===== src/hw/rtl/cpor_pkg.sv =====
// cpor_pkg: widths, payload structs and saturation helper for the
// circle pair overlap resolver. No dependencies.
`default_nettype none

package cpor_pkg;

    localparam int POS_W    = 24;              // Q3.x position field
    localparam int RADIUS_W = 22;              // contact radius register
    localparam int DIFF_W   = POS_W + 1;       // separation / magnitude
    localparam int SQ_W     = 2 * DIFF_W;      // squared length
    localparam int ROOT_W   = SQ_W / 2;        // length
    localparam int PROD_W   = DIFF_W + RADIUS_W;
    localparam int DEN_W    = RADIUS_W + 1;    // 2 * length
    localparam int QUO_W    = RADIUS_W - 1;    // push never exceeds overlap / 2

    localparam logic signed [POS_W-1:0] POS_MAX = {1'b0, {(POS_W-1){1'b1}}};
    localparam logic signed [POS_W-1:0] POS_MIN = {1'b1, {(POS_W-1){1'b0}}};

    // Positions of one pair and the signs of the separation
    typedef struct packed {
        logic signed [POS_W-1:0] x1;
        logic signed [POS_W-1:0] y1;
        logic signed [POS_W-1:0] x2;
        logic signed [POS_W-1:0] y2;
        logic                    neg_x;
        logic                    neg_y;
    } cpor_side_t;

    // Travels beside the square root
    typedef struct packed {
        cpor_side_t        side;
        logic [DIFF_W-1:0] ax;
        logic [DIFF_W-1:0] ay;
    } cpor_track_t;

    // Travels beside the divider
    typedef struct packed {
        cpor_side_t side;
        logic       hit;
    } cpor_post_t;

    // Clamp a sum of two positions to the field range
    function automatic logic signed [POS_W-1:0] sat_pos(input logic signed [POS_W+1:0] v);
        logic signed [POS_W-1:0] r;
        if (v > $signed({{2{POS_MAX[POS_W-1]}}, POS_MAX}))
            r = POS_MAX;
        else if (v < $signed({{2{POS_MIN[POS_W-1]}}, POS_MIN}))
            r = POS_MIN;
        else
            r = v[POS_W-1:0];
        return r;
    endfunction

endpackage

`default_nettype wire


===== src/hw/rtl/cpor_isqrt.sv =====
// cpor_isqrt: pipelined integer square root, one root bit per stage,
// with a sideband word carried alongside. Depends on cpor_pkg.
`default_nettype none

module cpor_isqrt import cpor_pkg::*; #(
    parameter int RAD_W = 50,
    parameter int SB_W  = 8
) (
    input  wire logic                 clk,
    input  wire logic                 rst_n,
    input  wire logic                 en,
    input  wire logic                 in_valid,
    input  wire logic [RAD_W-1:0]     in_rad,
    input  wire logic [SB_W-1:0]      in_sb,
    output logic                      out_valid,
    output logic [RAD_W/2-1:0]        out_root,
    output logic [SB_W-1:0]           out_sb
);

    localparam int NB = RAD_W / 2;

    logic [RAD_W-1:0] rem_reg  [NB];
    logic [NB-1:0]    root_reg [NB];
    logic [SB_W-1:0]  sb_reg   [NB];
    logic [NB-1:0]    vld_reg;

    genvar k;
    generate
        for (k = 0; k < NB; k++)
        begin : g_stage
            localparam int BIT = NB - 1 - k;
            logic [RAD_W-1:0] rem_in;
            logic [NB-1:0]    root_in;
            logic [SB_W-1:0]  sb_in;
            logic             vld_in;
            logic [RAD_W:0]   trial;
            logic             take;
            logic [RAD_W-1:0] rem_next;
            logic [NB-1:0]    root_next;

            if (k == 0)
            begin : g_first
                assign rem_in  = in_rad;
                assign root_in = '0;
                assign sb_in   = in_sb;
                assign vld_in  = in_valid;
            end
            else
            begin : g_rest
                assign rem_in  = rem_reg[k-1];
                assign root_in = root_reg[k-1];
                assign sb_in   = sb_reg[k-1];
                assign vld_in  = vld_reg[k-1];
            end

            // trial = root * 2^(BIT+1) + 2^(2*BIT)
            always_comb
            begin
                trial = ({{(RAD_W+1-NB){1'b0}}, root_in} << (BIT + 1))
                      | ((RAD_W+1)'(1) << (2 * BIT));
                take  = ({1'b0, rem_in} >= trial);
                rem_next  = take ? (rem_in - trial[RAD_W-1:0]) : rem_in;
                root_next = take ? (root_in | (NB'(1) << BIT)) : root_in;
            end

            always_ff @(posedge clk or negedge rst_n)
            begin
                if (!rst_n)
                    vld_reg[k] <= 1'b0;
                else if (en)
                    vld_reg[k] <= vld_in;
            end

            always_ff @(posedge clk)
            begin
                if (en)
                begin
                    rem_reg[k]  <= rem_next;
                    root_reg[k] <= root_next;
                    sb_reg[k]   <= sb_in;
                end
            end
        end
    endgenerate

    assign out_valid = vld_reg[NB-1];
    assign out_root  = root_reg[NB-1];
    assign out_sb    = sb_reg[NB-1];

endmodule

`default_nettype wire


===== config.mk =====
export PLATFORM = sky130hd
export DESIGN_NAME = cpor_isqrt
export DESIGN_NICKNAME = d
export VERILOG_FILES = /design/src/hw/rtl/cpor_pkg.sv /design/src/hw/rtl/cpor_isqrt.sv
export SDC_FILE = /design/constraint.sdc
export NUM_CORES = 2
export LEC_CHECK = 0
export ABC_CLOCK_PERIOD_IN_PS = 6900
export BUFFER_PORTS_ARGS = -buffer_cell sky130_fd_sc_hd__buf_2
export CAP_MARGIN = 20
export CORE_MARGIN = 8
export CORE_UTILIZATION = 65
export DETAILED_ROUTE_END_ITERATION = 8
export GPL_TIMING_DRIVEN = 0
export HOLD_SLACK_MARGIN = 0.12
export PLACE_DENSITY = 0.82
export SKIP_CTS_REPAIR_TIMING = 1
export SYNTH_ARGS = -nofsm -noshare
export SYNTH_HDL_FRONTEND = slang
export SYNTH_SLANG_ARGS = --single-unit

===== constraint.sdc =====
create_clock -name clk -period 6.9 [get_ports clk]
set_input_delay 0.69 -clock clk [delete_from_list [all_inputs] [get_ports clk]]
set_output_delay 0.69 -clock clk [all_outputs]
set_load 0.02 [all_outputs]

### Word level (Yosys, flattened, before mapping)

Memory sizes are Yosys's and may differ from the RTL's.
Cells that the tools add are included.

| cells by class | value |
|---|---|
| add/subtract/negate cells | 25 |
| magnitude comparators | 25 |
| multiplexer cells | 52 |

Operators by type and width:

| cell | number |
|---|---|
| 50-bit two-way mux | 25 |
| 50-bit by 26-bit >= comparator with 1-bit output | 1 |
| 50-bit by 27-bit >= comparator with 1-bit output | 1 |
| 50-bit by 28-bit >= comparator with 1-bit output | 1 |
| 50-bit by 29-bit >= comparator with 1-bit output | 1 |
| 50-bit by 30-bit >= comparator with 1-bit output | 1 |
| 50-bit by 31-bit >= comparator with 1-bit output | 1 |
| 50-bit by 32-bit >= comparator with 1-bit output | 1 |
| 50-bit by 33-bit >= comparator with 1-bit output | 1 |
| 50-bit by 34-bit >= comparator with 1-bit output | 1 |
| 50-bit by 35-bit >= comparator with 1-bit output | 1 |
| 50-bit by 36-bit >= comparator with 1-bit output | 1 |
| 50-bit by 37-bit >= comparator with 1-bit output | 1 |
| 50-bit by 38-bit >= comparator with 1-bit output | 1 |
| 50-bit by 39-bit >= comparator with 1-bit output | 1 |
| 50-bit by 40-bit >= comparator with 1-bit output | 1 |
| 50-bit by 41-bit >= comparator with 1-bit output | 1 |
| 50-bit by 42-bit >= comparator with 1-bit output | 1 |
| 50-bit by 43-bit >= comparator with 1-bit output | 1 |
| 50-bit by 44-bit >= comparator with 1-bit output | 1 |
| 50-bit by 45-bit >= comparator with 1-bit output | 1 |
| 50-bit by 46-bit >= comparator with 1-bit output | 1 |
| 50-bit by 47-bit >= comparator with 1-bit output | 1 |
| 50-bit by 48-bit >= comparator with 1-bit output | 1 |
| other kinds (52) | 54 |

| storage, ports and cells | value |
|---|---|
| RAM bits | 2075 |
| flip-flop bits (word level) | 25 |
| logic and storage cells | 130 |
| output and inout port bits | 34 |
| input port bits | 62 |
| memories | 3 |

Memories:

| name | words | width | rd ports | clocked after Yosys merged registers in | wr ports | RTL line | source |
|---|---|---|---|---|---|---|---|
| rem_reg | 25 | 50 | 24 | 0 | 25 | cpor_isqrt.sv:22 | `logic [RAD_W-1:0] rem_reg [NB];` |
| root_reg | 25 | 25 | 25 | 0 | 25 | cpor_isqrt.sv:23 | `logic [NB-1:0] root_reg [NB];` |
| sb_reg | 25 | 8 | 25 | 0 | 25 | cpor_isqrt.sv:24 | `logic [SB_W-1:0] sb_reg [NB];` |

### Logic depth before layout (Yosys ltp)

An unclocked memory read counts as a cell.

| depth | value |
|---|---|
| depth after elaboration | 3 |
| gate-level depth with buffers | 14 |
| mapped depth without buffers | 12 |

### Least setup slack after synthesis

Ideal clock, no wire load.

| path | value |
|---|---|
| path type | flip-flop to flip-flop |
| from | memory rem_reg[20][34], in the netlist rem_reg[1][234] |
| to | memory rem_reg[21][10], in the netlist rem_reg[1][260] (data pin) |
| arrival | 3.306 ns |
| cell stages (with the launch flop) | 10 |
| setup time | 0.260 ns |
| slack | 3.333 ns |
| period minus slack after synthesis | 3.567 ns |
| required time | 6.640 ns |
| buffers on the path | 2 |
| cells stage by stage | edfxtp_1 > or4_4 > or3_1 > or4b_1 > clkbuf_1 > or4_1 > and4bb_2 > o2111ai_4 > buf_6 > mux2_4 |

RTL lines:

| item | RTL line |
|---|---|
| start, declared | cpor_isqrt.sv:22 |

==> impl_metrics.py <==
metrics = {
    "power_and_ir_drop": {
        "power_uw": 28400,
        "power.combinational.fraction_pct": 17.2,
        "pwr-share-seq_pct": 50.0,
        "leakagePower_uw": 0.0331,
        "p_clk_share_pct": 32.8,
        "power.net_switching_uw": 7810,
        "max-vdd-ir-drop_v": 0.000295,
        "intPower_uw": 20600,
        "sw_ratio_pct": 27.5,
        "power_per_cell_area_nw_per_um2": 322,
    },
    "finish": {
        "final_nets": 6651,
        "multi_input_comb_area_um2": 24600,
        "antennaDiodeCount": 0,
        "fillers": 7581,
        "largest_reg_flops": 1200,
        "ff_latch_area_um2": 52400,
        "syn_to_final_growth_pct": 11.5,
        "layout-drive-gt1-share_pct": 7.50,
    },
    "worst_setup_path": {
        "timing.critical_path.from_type": "flip-flop",
        "cp_data_required_time_ns": 7.41,
        "cp-end-kind": "flip-flop",
        "path_class": "flip-flop to flip-flop",
        "worst-endpoint-arrival_ns": 5.52,
        "cp_max_fo": 10,
    },
    "clock_tree": {
        "max-clock-path-buffers": 3,
        "numCtsBuffers": 172,
        "cell_chosen_for_the_clock_root": "sky130_fd_sc_hd__clkbuf_16",
        "cts_tree": "done",
        "clock_sinks": 1750,
        "htree_levels": 4,
        "cts.reportedPaths.clkPinSlew_ns": 0.06,
        "clkLatencyLatePin_ns": 0.79,
    },
    "yosys": {
        "synth.yosys.seq_area_share_pct": 66.3,
        "synth-warning-count": 0,
        "count_of_flip_flops_with_a_built_in_enable_after_synthesis": 1725,
        "yosys_most_used_dff": "sky130_fd_sc_hd__edfxtp_1",
        "postSynth.asyncResetShare_pct": 1.43,
        "synth_area_um2": 79100,
        "post_synth_main_area_contributors": "sky130_fd_sc_hd__edfxtp_1, sky130_fd_sc_hd__ha_1, sky130_fd_sc_hd__xor2_1, sky130_fd_sc_hd__xnor2_1, sky130_fd_sc_hd__inv_1",
        "ys_ff_latch": 1750,
        "netlist.top_cell.by_area": "sky130_fd_sc_hd__edfxtp_1",
        "synthCells": 5899,
        "synth.lib_cells_used.distinct": 89,
        "yosysTopAreaCellShare_pct": 65.5,
        "postSynthNetCount": 6307,
        "postSynthAreaPerCell_um2": 13.4,
    },
    "sta": {
        "setup_repair_after_global_routing_missed_its_margin": "false",
        "worst_clock_skew_ns": 0.0351,
        "fin_crit_sh_pct": 72.7,
        "final-max-slew-violation-count": 0,
        "final-setup-viol-count": 0,
        "setup-tns-final_ns": 0,
        "timing.hold.ws_ns": 0.212,
        "fmax_mhz": 199,
        "timing_hold_violations_final": 0,
        "timing_worst_slew_pin_value_ns": 1.29,
        "slew_headroom_pct": 13.0,
        "min_period_ns": 5.01,
    },
    "global_routing": {
        "largest_net_degree_at_the_start_of_global_routing": 197,
        "global_route.usage.total_pct": 24.7,
        "first_pass_grt_wire_length_um": 258000,
        "number_of_antenna_violations_at_the_first_check_in_global_routing": 8,
        "grt_pass1_vias": 48886,
        "globalRouteOverflowTotal": 0,
    },
    "floorplan": {
        "floorplan.io_pins": 96,
        "floorplan.core_area_um2": 121000,
        "die_h_um": 365,
        "row_count": 128,
        "initial_core_util_pct": 65.2,
        "die_footprint_um2": 133000,
        "die_x_um": 365,
    },
    "placement": {
        "io_buffer_count": 95,
        "dp_hpwl_um": 119000,
        "place.gp.congestion": 0.969,
    },
    "routing": {
        "routed_wirelength_um": 171000,
        "drt_initial_violations": 4061,
        "firstDrtPassIters": 5,
        "avgRoutedWirePerCell_um": 21.3,
        "post_drt_via_cell_ratio": 6.07,
        "vias": 48606,
        "postRouteAntennaNets": 0,
        "drt_drc_violations_left": 0,
    },
    "hold_path": {
        "min_path_type": "input port to flip-flop",
    },
    "run": {
        "cap_violations": 0,
    },
    "status": {
        "outcome": "completed",
    },
}
==> power by group through the flow <==
stage / Clock [uW] / Sequential, uW / Combinational [uW]
floorplan: 0 / 14000 / 3500
global placement: 0 / 14800 / 4610
detailed placement: 0 / 14400 / 4750
CTS: 9430 / 14200 / 4800
global route: 9870 / 14300 / 5400
finish: 9330 / 14200 / 4890
==> metrics by stage <==
stage	util (%)	area (um2)	setup WS (ns)	instances
2_1_floorplan	-	79100	3.33	5899
6_report	72.7	88200	1.89	8012
3_5_place_dp	67.5	81900	1.86	7631
3_3_place_gp	67.3	81600	-20.42	7619
5_1_grt	72.7	88200	1.50	8012
4_1_cts	72.2	87500	1.82	7949
==> worst max-delay path: stages (launching register included) <==
cell	delay, ns
sky130_fd_sc_hd__edfxtp_1	0.43
sky130_fd_sc_hd__nor4_2	0.78
sky130_fd_sc_hd__nand2_1	0.31
sky130_fd_sc_hd__nor4_1	0.64
sky130_fd_sc_hd__nand4b_1	0.27
sky130_fd_sc_hd__or4_1	0.55
sky130_fd_sc_hd__a211oi_2	0.71
sky130_fd_sc_hd__clkbuf_1	0.55
sky130_fd_sc_hd__buf_2	0.35
sky130_fd_sc_hd__inv_1	0.13
==> kinds of logic (layout without fill, tap and decap cells) <==
group                    Yosys count  count (layout)  share of synthesized area, %
buffers and inverters            544            1032                          2.62
AND/OR/NAND/NOR                 1608            1608                          10.4
AO/OA/AOI/OAI                   1063            1063                          8.44
XOR/XNOR                         515             515                          5.70
multiplexers                      73              73                          1.06
adder cells (fa/ha/maj)          346             346                          5.47
flip-flops                      1750            1750                          66.3
==> layout by cell type (no fill, tap or decap), drive strengths merged, types with 21 or more instances in the layout <==
| cell type | n |
|---|---|
| o21bai | 28 |
| nand2b | 68 |
| or3 | 72 |
| nand4 | 75 |
| or4 | 51 |
| dfrtp | 25 |
| o21ai | 309 |
| nand2 | 398 |
| inv | 444 |
| buf | 125 |
| nor4 | 186 |
| nor3 | 165 |
| mux2 | 60 |
| a211oi | 27 |
| a31oi | 27 |
| nor4b | 23 |
| a21oi | 290 |
| nand3 | 76 |
| xor2 | 276 |
| ha | 346 |
| nor2 | 327 |
| edfxtp | 1725 |
| nor2b | 41 |
| o21a | 69 |
| or2 | 21 |
| o31ai | 37 |
| a21o | 119 |
| xnor2 | 239 |
| clkbuf | 291 |
| clkinv | 87 |
| dlygate4sd3 | 58 |
==> worst paths after layout <==
kind / startpoint / endpoint / slack [ns] / cells after the start
worst max register to register: rem_reg[1][134] / root_reg[1][80] / 1.89 / 9
max in group asynchronous: rst_n / g_stage[3].vld_in / 6.12 / 2
worst max-delay path: rem_reg[1][134] / root_reg[1][80] / 1.89 / 9
min in group asynchronous: rst_n / g_stage[14].vld_in / 0.43 / 2
worst min-delay path: in_rad[49] / root_reg[0][24] / 0.21 / 2
worst min register to register: sb_reg[3][21] / sb_reg[3][29] / 0.40 / 0
==> metal layers <==
metal	share of wire, %	GRT usage [%]
met1	34	26.2
met2	54	47.0
met3	5.8	3.65
met4	5.8	13.5
met5	0.014	0
==> cell type report <==
cell class | instances | share of cell area, %
repair buffers | 170 | 1.56
well taps | 1625 | 2.31
flip-flops and latches | 1750 | 59.5
multi-input cells | 3605 | 27.9
plain buffers | 106 | 0.483
clock buffers | 200 | 5.11
inverters | 438 | 1.86
clock inverters | 118 | 1.30
==> cells in the mapped netlist, types with 23 or more instances <==
| library cell | count |
|---|---|
| sky130_fd_sc_hd__edfxtp_1 | 1725 |
| sky130_fd_sc_hd__inv_1 | 436 |
| sky130_fd_sc_hd__nand2_1 | 398 |
| sky130_fd_sc_hd__ha_1 | 346 |
| sky130_fd_sc_hd__nor2_1 | 327 |
| sky130_fd_sc_hd__o21ai_0 | 305 |
| sky130_fd_sc_hd__a21oi_1 | 290 |
| sky130_fd_sc_hd__xor2_1 | 276 |
| sky130_fd_sc_hd__xnor2_1 | 239 |
| sky130_fd_sc_hd__nor4_1 | 186 |
| sky130_fd_sc_hd__nor3_1 | 165 |
| sky130_fd_sc_hd__a21o_1 | 119 |
| sky130_fd_sc_hd__clkbuf_1 | 89 |
| sky130_fd_sc_hd__nand3_1 | 76 |
| sky130_fd_sc_hd__nand4_1 | 74 |
| sky130_fd_sc_hd__or3_1 | 72 |
| sky130_fd_sc_hd__nand2b_1 | 68 |
| sky130_fd_sc_hd__o21a_1 | 68 |
| sky130_fd_sc_hd__mux2_2 | 52 |
| sky130_fd_sc_hd__or4_1 | 50 |
| sky130_fd_sc_hd__nor2b_1 | 41 |
| sky130_fd_sc_hd__o31ai_1 | 37 |
| sky130_fd_sc_hd__o21bai_1 | 28 |
| sky130_fd_sc_hd__a31oi_1 | 27 |
| sky130_fd_sc_hd__a211oi_1 | 26 |
| sky130_fd_sc_hd__dfrtp_1 | 25 |
| sky130_fd_sc_hd__nor4b_1 | 23 |
(Power assumes the default switching activity.)
